[src/hw/rtl/hsv_pkg.sv]
package hsv_pkg;

  localparam logic [8:0] HUE_MAX = 9'd359;
  localparam logic [6:0] PCT_MAX = 7'd100;

  localparam int LVL_W = 20;
  localparam int PROD_W = 41;
  localparam int SCALE_SHIFT = 32;

  // 255/600000 scaled by 2^32, rounded down; the bias absorbs the shortfall on
  // exact multiples and stays below the smallest nonzero fraction step
  localparam logic [20:0] SCALE_K = 21'd1825361;
  localparam logic [PROD_W-1:0] ROUND_BIAS = PROD_W'(65536);

  localparam logic [LVL_W-1:0] SIXTY = LVL_W'(60);
  localparam logic [LVL_W-1:0] FULL_CHROMA = LVL_W'(6000);
  localparam logic [5:0] SECTOR_SPAN = 6'd60;

  typedef enum logic [2:0] {
    SEC_RED_YELLOW  = 3'd0,
    SEC_YELLOW_GRN  = 3'd1,
    SEC_GRN_CYAN    = 3'd2,
    SEC_CYAN_BLUE   = 3'd3,
    SEC_BLUE_MAG    = 3'd4,
    SEC_MAG_RED     = 3'd5
  } sector_t;

  typedef struct packed {
    logic [8:0] hue;
    logic [6:0] saturation;
    logic [6:0] brightness;
  } hsv_pix_t;

  typedef struct packed {
    logic [7:0] red;
    logic [7:0] green;
    logic [7:0] blue;
  } rgb_pix_t;

  function automatic sector_t hue_sector(input logic [8:0] h);
    sector_t s;
    if (h >= 9'd300) s = SEC_MAG_RED;
    else if (h >= 9'd240) s = SEC_BLUE_MAG;
    else if (h >= 9'd180) s = SEC_CYAN_BLUE;
    else if (h >= 9'd120) s = SEC_GRN_CYAN;
    else if (h >= 9'd60) s = SEC_YELLOW_GRN;
    else s = SEC_RED_YELLOW;
    return s;
  endfunction

  function automatic logic [8:0] sector_base(input sector_t s);
    logic [8:0] b;
    unique case (s)
      SEC_RED_YELLOW: b = 9'd0;
      SEC_YELLOW_GRN: b = 9'd60;
      SEC_GRN_CYAN:   b = 9'd120;
      SEC_CYAN_BLUE:  b = 9'd180;
      SEC_BLUE_MAG:   b = 9'd240;
      SEC_MAG_RED:    b = 9'd300;
      default:        b = 9'd0;
    endcase
    return b;
  endfunction

endpackage

[src/hw/rtl/hsv_ifs.sv]
interface hsv_if import hsv_pkg::*; ();
  logic     valid;
  logic     ready;
  hsv_pix_t data;

  modport source(output valid, output data, input ready);
  modport sink(input valid, input data, output ready);
endinterface

interface rgb_if import hsv_pkg::*; ();
  logic     valid;
  logic     ready;
  rgb_pix_t data;

  modport source(output valid, output data, input ready);
  modport sink(input valid, input data, output ready);
endinterface

[src/hw/rtl/hsv_scale.sv]
module hsv_scale import hsv_pkg::*; (
  input  logic             clk,
  input  logic             en,
  input  logic [LVL_W-1:0] num,
  output logic [7:0]       lvl
);

  logic [PROD_W-1:0] prod_r;
  logic [PROD_W-1:0] prod_nxt;
  logic [PROD_W-1:0] biased;

  assign prod_nxt = PROD_W'(num) * PROD_W'(SCALE_K);

  always_ff @(posedge clk) begin
    if (en) begin
      prod_r <= prod_nxt;
    end
  end

  // floor(num*255/600000) without a divider
  assign biased = prod_r + ROUND_BIAS;
  assign lvl = biased[SCALE_SHIFT +: 8];

endmodule

[src/hw/rtl/hsv_to_rgb_converter_top.sv]
// hsv to rgb converter, five register stages
// a word moves through stages 0 to 4 in order; output valid is the stage 4 valid bit
// throughput: one word per cycle while the sink is ready; each stage holds its word while the next is full
// the product and reciprocal-scale multipliers set the stage split
// reset (synchronous, rst_n low) clears the stage valid bits only
module hsv_to_rgb_converter_top import hsv_pkg::*; (
  input logic     clk,
  input logic     rst_n,
  hsv_if.sink     in_hsv,
  rgb_if.source   out_rgb
);

  localparam int NSTG = 5;

  logic [NSTG-1:0] v_r;
  logic [NSTG-1:0] v_nxt;
  logic [NSTG:0]   rdy;

  always_comb begin
    rdy[NSTG] = out_rgb.ready;
    for (int i = NSTG - 1; i >= 0; i--) begin
      rdy[i] = !v_r[i] || rdy[i+1];
    end
  end

  always_comb begin
    v_nxt[0] = rdy[0] ? in_hsv.valid : v_r[0];
    for (int i = 1; i < NSTG; i++) begin
      if (rdy[i]) begin
        v_nxt[i] = v_r[i-1];
      end else begin
        v_nxt[i] = v_r[i];
      end
    end
  end

  always_ff @(posedge clk) begin
    if (!rst_n) begin
      v_r <= '0;
    end else begin
      v_r <= v_nxt;
    end
  end

  assign in_hsv.ready = rdy[0];

  // stage 0: clamp, sector and ramp position
  logic [8:0] hs;
  logic [6:0] ss;
  logic [6:0] vs;
  sector_t    sec;
  logic [8:0] off;
  logic [5:0] f;

  always_comb begin
    hs  = (in_hsv.data.hue > HUE_MAX) ? HUE_MAX : in_hsv.data.hue;
    ss  = (in_hsv.data.saturation > PCT_MAX) ? PCT_MAX : in_hsv.data.saturation;
    vs  = (in_hsv.data.brightness > PCT_MAX) ? PCT_MAX : in_hsv.data.brightness;
    sec = hue_sector(hs);
    off = hs - sector_base(sec);
    // falling ramp in odd sectors
    f   = sec[0] ? (SECTOR_SPAN - off[5:0]) : off[5:0];
  end

  logic [6:0] s0_r;
  logic [6:0] v0_r;
  logic [5:0] f0_r;
  sector_t    sec0_r;

  always_ff @(posedge clk) begin
    if (rdy[0]) begin
      s0_r   <= ss;
      v0_r   <= vs;
      f0_r   <= f;
      sec0_r <= sec;
    end
  end

  // stage 1: s*v and v*(100-s)
  logic [13:0] sv_nxt;
  logic [13:0] vm_nxt;
  logic [13:0] sv1_r;
  logic [13:0] vm1_r;
  logic [6:0]  v1_r;
  logic [5:0]  f1_r;
  sector_t     sec1_r;

  assign sv_nxt = 14'(s0_r) * 14'(v0_r);
  assign vm_nxt = 14'(v0_r) * 14'(PCT_MAX - s0_r);

  always_ff @(posedge clk) begin
    if (rdy[1]) begin
      sv1_r  <= sv_nxt;
      vm1_r  <= vm_nxt;
      v1_r   <= v0_r;
      f1_r   <= f0_r;
      sec1_r <= sec0_r;
    end
  end

  // stage 2: level numerators over 600000
  logic [LVL_W-1:0] x_nxt;
  logic [LVL_W-1:0] m_nxt;
  logic [LVL_W-1:0] cm_nxt;
  logic [LVL_W-1:0] x2_r;
  logic [LVL_W-1:0] m2_r;
  logic [LVL_W-1:0] cm2_r;
  sector_t          sec2_r;

  assign x_nxt  = LVL_W'(sv1_r) * LVL_W'(f1_r);
  assign m_nxt  = LVL_W'(vm1_r) * SIXTY;
  // c + m collapses to 6000*v
  assign cm_nxt = LVL_W'(v1_r) * FULL_CHROMA;

  always_ff @(posedge clk) begin
    if (rdy[2]) begin
      x2_r   <= x_nxt + m_nxt;
      m2_r   <= m_nxt;
      cm2_r  <= cm_nxt;
      sec2_r <= sec1_r;
    end
  end

  // stage 3: scale to bytes
  logic [7:0] lvl_c;
  logic [7:0] lvl_x;
  logic [7:0] lvl_0;
  sector_t    sec3_r;

  hsv_scale u_scale_c (.clk(clk), .en(rdy[3]), .num(cm2_r), .lvl(lvl_c));
  hsv_scale u_scale_x (.clk(clk), .en(rdy[3]), .num(x2_r),  .lvl(lvl_x));
  hsv_scale u_scale_0 (.clk(clk), .en(rdy[3]), .num(m2_r),  .lvl(lvl_0));

  always_ff @(posedge clk) begin
    if (rdy[3]) begin
      sec3_r <= sec2_r;
    end
  end

  // stage 4: place levels on channels
  rgb_pix_t rgb_nxt;
  rgb_pix_t rgb_r;

  always_comb begin
    unique case (sec3_r)
      SEC_RED_YELLOW: rgb_nxt = '{red: lvl_c, green: lvl_x, blue: lvl_0};
      SEC_YELLOW_GRN: rgb_nxt = '{red: lvl_x, green: lvl_c, blue: lvl_0};
      SEC_GRN_CYAN:   rgb_nxt = '{red: lvl_0, green: lvl_c, blue: lvl_x};
      SEC_CYAN_BLUE:  rgb_nxt = '{red: lvl_0, green: lvl_x, blue: lvl_c};
      SEC_BLUE_MAG:   rgb_nxt = '{red: lvl_x, green: lvl_0, blue: lvl_c};
      SEC_MAG_RED:    rgb_nxt = '{red: lvl_c, green: lvl_0, blue: lvl_x};
      default:        rgb_nxt = '{red: lvl_c, green: lvl_0, blue: lvl_x};
    endcase
  end

  always_ff @(posedge clk) begin
    if (rdy[4]) begin
      rgb_r <= rgb_nxt;
    end
  end

  assign out_rgb.valid = v_r[NSTG-1];
  assign out_rgb.data  = rgb_r;

  // a bubble anywhere in the pipe must let a new word in
  a_bubble_ready: assert property (@(posedge clk) disable iff (!rst_n)
    !(&v_r) |-> in_hsv.ready)
    else $error("input stalled with an empty stage");

  // chroma level bounds the ramp level, which bounds the floor level
  a_lvl_order: assert property (@(posedge clk) disable iff (!rst_n)
    v_r[3] |-> (lvl_c >= lvl_x) && (lvl_x >= lvl_0))
    else $error("channel levels out of order");

  // output valid only rises after the scale stage held a word
  a_out_source: assert property (@(posedge clk) disable iff (!rst_n)
    $rose(out_rgb.valid) |-> $past(v_r[3]))
    else $error("output valid without a word in the scale stage");

  // numerators keep c+m >= x+m >= m
  a_num_range: assert property (@(posedge clk) disable iff (!rst_n)
    v_r[2] |-> (x2_r <= cm2_r) && (m2_r <= x2_r))
    else $error("level numerators out of order");

endmodule

[src/flat_wrapper.sv]
// flat-port wrapper written by rule: the top's interface ports become plain ports
module hsv_to_rgb_converter_top_flat import hsv_pkg::*;
  (clk, rst_n, in_hsv_valid, in_hsv_data, in_hsv_ready, out_rgb_valid, out_rgb_data, out_rgb_ready);
  hsv_if in_hsv_i ();
  rgb_if out_rgb_i ();
  input logic clk;
  input logic rst_n;
  input wire logic [$bits(in_hsv_i.valid)-1:0] in_hsv_valid;
  input wire logic [$bits(in_hsv_i.data)-1:0] in_hsv_data;
  output wire logic [$bits(in_hsv_i.ready)-1:0] in_hsv_ready;
  output wire logic [$bits(out_rgb_i.valid)-1:0] out_rgb_valid;
  output wire logic [$bits(out_rgb_i.data)-1:0] out_rgb_data;
  input wire logic [$bits(out_rgb_i.ready)-1:0] out_rgb_ready;
  assign in_hsv_i.valid = in_hsv_valid;
  assign in_hsv_i.data = in_hsv_data;
  assign in_hsv_ready = in_hsv_i.ready;
  assign out_rgb_valid = out_rgb_i.valid;
  assign out_rgb_data = out_rgb_i.data;
  assign out_rgb_i.ready = out_rgb_ready;
  hsv_to_rgb_converter_top u_core (.clk(clk), .rst_n(rst_n), .in_hsv(in_hsv_i), .out_rgb(out_rgb_i));
endmodule
[config.mk]
export PLATFORM = sky130hd
export DESIGN_NAME = hsv_to_rgb_converter_top_flat
export DESIGN_NICKNAME = d
export VERILOG_FILES = /design/src/hw/rtl/hsv_pkg.sv /design/src/hw/rtl/hsv_ifs.sv /design/src/hw/rtl/hsv_scale.sv /design/src/hw/rtl/hsv_to_rgb_converter_top.sv /design/src/flat_wrapper.sv
export SDC_FILE = /design/constraint.sdc
export NUM_CORES = 2
export LEC_CHECK = 0
export BUFFER_PORTS_ARGS = -buffer_cell sky130_fd_sc_hd__buf_2
export CAP_MARGIN = 20
export CORE_MARGIN = 3
export CORE_UTILIZATION = 25
export CTS_CLUSTER_SIZE = 16
export DETAILED_ROUTE_END_ITERATION = 10
export GPL_TIMING_DRIVEN = 0
export PLACE_DENSITY = 0.51
export SYNTH_ARGS = -nofsm -noshare
export SYNTH_HDL_FRONTEND = slang
export SYNTH_SLANG_ARGS = --single-unit
[constraint.sdc]
create_clock -name clk -period 13.5 [get_ports clk]
set_input_delay 1.35 -clock clk [delete_from_list [all_inputs] [get_ports clk]]
set_output_delay 1.35 -clock clk [all_outputs]
set_load 0.05 [all_outputs]
==> reports/qor.txt <==
status = finished, final reports clean
area grow syn2layout = 10.9%
worst-skew pair later-pin latency = 0.59 ns
core area = 142000 um2
post-CTS resize count = 0
HP Start = u_core.f0_r[1]
Worst setup EP type = flip-flop
fmax = 148 MHz
Worst Setup SP = u_core.x2_r[4]
Vert. Die Dim = 385 um
GPL Wtd Cong = 0.854
initial antenna violation count = 7
total global routing overflow = 0
commonest cells after routing, fill and taps aside = inv_1, ha_1, fa_1
io pins = 53
die area = 148000 um2
CTS tree = done
Pre-Repair DR Iteration Count = 7
critical setup path kind = flip-flop to flip-flop
Clock Path Buffers = 3
Post-CTS Setup Repair Bufs = 0
mean area per synthesized cell = 10.6 um2
Nets = 4656
YS warnings = 0
number of flops mapped to enable cells by yosys = 222
Ant. Diodes = 0
peak fanout along the critical path = 6
RR Startpoint = u_core.x2_r[4]
crit share post-route = 0.499
GR Util All Layers = 0.108
largest net degree at the start of global routing = 60
Mapped Cells = 3368
htree depth = 2
fin area = 39700 um2
commonest non-fill, non-tap cell in the layout = inv_1
total number of vias = 22094
Num CTS Buffers = 34
RSZ-0062 raised after global routing = no
Syn Nets = 4565
Setup WS pre-CTS = 6.80 ns
CTS root buffer = clkbuf_16
CP dominant cell by count = fa_1
DRT iter0 DRCs = 925
row count = 138
post-route ant nets = 0
dpl cells = 5313
Seq cells post-synth = 227
worst-path cell chain = inv_1 -> fa_1 -> fa_1 -> inv_1 -> fa_1 -> inv_1 -> fa_1 -> fa_1 -> inv_1 -> fa_1 -> fa_1 -> ha_1 -> and4_1 -> nand2_1 -> a2111oi_4 -> o211ai_1 -> a21boi_1 -> o21ai_1 -> a211o_1 -> o311ai_1
crit-path max cell delay = 0.60 ns
vias per cell = 4.11
DR WL/cell = 14.2 um
IO buf count = 50
Hold Crit Class = flip-flop to flip-flop
Remaining DRCs = 0
ys async rst share = 0
Crit path arrival time = 7.14 ns
Clock transition at path regs = 0.06 ns
first-pass GRT wire length = 127000 um
cts hold-fix bufs = 0
clk_skew = 0.0314 ns
measured slew at the worst slew-check pin = 0.924 ns
post-synth cell types = 73
layout cells sized above 1 = 0.0445
CP max-delay cell = edfxtp_1
vias in the first global route = 23499
max_cap viols = 0
clock sink total = 227
ys flop type = edfxtp_1
fin. max-slew vios = 0
Final Critical Period = 6.74 ns
Cell Area, Placed = 38600 um2
Final Hold Fails = 0
max_slew headroom = 0.384
Final setup viols = 0
Chip Width = 385 um
dpl hpwl = 65500 um
routed wire length = 76200 um
Cell Count, Final, Fillers Out = 5375
Final TNS setup = 0 ns
Starting Density = 0.253
setup slack after layout = 6.76 ns
register area share after synthesis = 0.189
crit start category = flip-flop
Worst Path Required = 13.90 ns
Mapped Area = 35800 um2
[synthesized netlist by cell type, types with 4 or more instances]
| master | instances | area (um2) |
|---|---|---|
| ha_1 | 588 | 7360 |
| xnor2_1 | 114 | 998 |
| nor3_1 | 28 | 140 |
| nand2_1 | 179 | 672 |
| o21a_1 | 33 | 248 |
| nand4_1 | 23 | 144 |
| a21oi_1 | 89 | 445 |
| nor2b_1 | 27 | 169 |
| or2_2 | 7 | 43.8 |
| a22oi_1 | 4 | 30.0 |
| o31a_1 | 7 | 61.3 |
| nor2_1 | 103 | 387 |
| mux2i_1 | 9 | 90.1 |
| a21o_1 | 34 | 255 |
| dfxtp_1 | 5 | 100 |
| nand3_1 | 24 | 120 |
| a221oi_1 | 6 | 52.6 |
| xor2_1 | 61 | 534 |
| a21oi_2 | 4 | 35.0 |
| a221o_1 | 7 | 70.1 |
| a211oi_1 | 7 | 52.6 |
| clkbuf_1 | 36 | 135 |
| and2_1 | 85 | 532 |
| or3_1 | 6 | 37.5 |
| a21boi_0 | 4 | 30.0 |
| a211o_1 | 9 | 78.8 |
| o21ai_0 | 60 | 300 |
| a21boi_1 | 4 | 30.0 |
| o21bai_1 | 12 | 90.1 |
| nand2b_1 | 10 | 62.6 |
| o211ai_1 | 8 | 60.1 |
| fa_1 | 582 | 11700 |
| edfxtp_1 | 222 | 6670 |
| a31oi_1 | 10 | 62.6 |
| o21ai_1 | 18 | 90.1 |
| o22ai_1 | 6 | 37.5 |
| and3_1 | 16 | 100 |
| inv_1 | 864 | 3240 |
| o31ai_1 | 5 | 37.5 |
[worst max-delay path, delay by kind of cell, from the launching register on]
kind	cells	cell delay, ns
AO/OA/AOI/OAI	6	1.50
adder cells (fa/ha/maj)	8	3.81
buffers and inverters	4	0.27
flip-flops	1	0.60
AND/OR/NAND/NOR	2	0.36
[metal layers]
layer  share of wire  GRT usage  wire length [um]
met5               0          0                 0
met4           0.021     0.0274              1620
met3           0.032     0.0139              2450
met2            0.44      0.169             33800
met1            0.50      0.155             38400
[metrics by stage]
stage | hold slack [ns] | utilization
finish | 0.416 | 0.280
global route | 0.426 | 0.280
CTS | 0.417 | 0.280
detailed placement | 0.405 | 0.272
global placement | 0.403 | 0.271
floorplan | 0.400 | -
[area by class of cell]
class | count | area (um2)
fill | 14982 | 102000
multi-input combinational | 2237 | 25700
sequential | 227 | 6770
inverter | 865 | 3250
tap | 1890 | 2360
clock buffer | 36 | 880
timing repair buffer | 55 | 345
clock inverter | 26 | 292
buffer | 39 | 148
[state kept, by name, indices dropped and copies added, names as in the netlist, 5 cells and up]
register / flops
u_core.cm2_r: 16
u_core.f0_r: 6
u_core.f1_r: 6
u_core.m2_r: 18
u_core.out_rgb.data: 24
u_core.s0_r: 7
u_core.sv1_r: 13
u_core.u_scale_0.prod_r: 24
u_core.u_scale_c.prod_r: 24
u_core.u_scale_x.prod_r: 24
u_core.v0_r: 7
u_core.v1_r: 7
u_core.v_r: 5
u_core.vm1_r: 14
u_core.x2_r: 20
[final timing paths]
path                                               endpoint  slack [ns]  cells past startpoint
worst max register to register  u_core.u_scale_x.prod_r[30]        6.76                     20
worst min register to register               u_core.f1_r[1]        0.42                      0
worst max-delay path            u_core.u_scale_x.prod_r[30]        6.76                     20
worst min-delay path                         u_core.f1_r[1]        0.42                      0
[logic make-up after synthesis]
kind of cell	after synthesis	synth area share
AO/OA/AOI/OAI	355	0.0674
XOR/XNOR	176	0.0434
adder cells (fa/ha/maj)	1170	0.530
buffers and inverters	904	0.0947
flip-flops	227	0.189
multiplexers	11	0.00314
AND/OR/NAND/NOR	525	0.0723
Power is left out: the tool's default activity adds up to more than one toggle a clock period on the data nets, which glitch-free logic cannot reach.
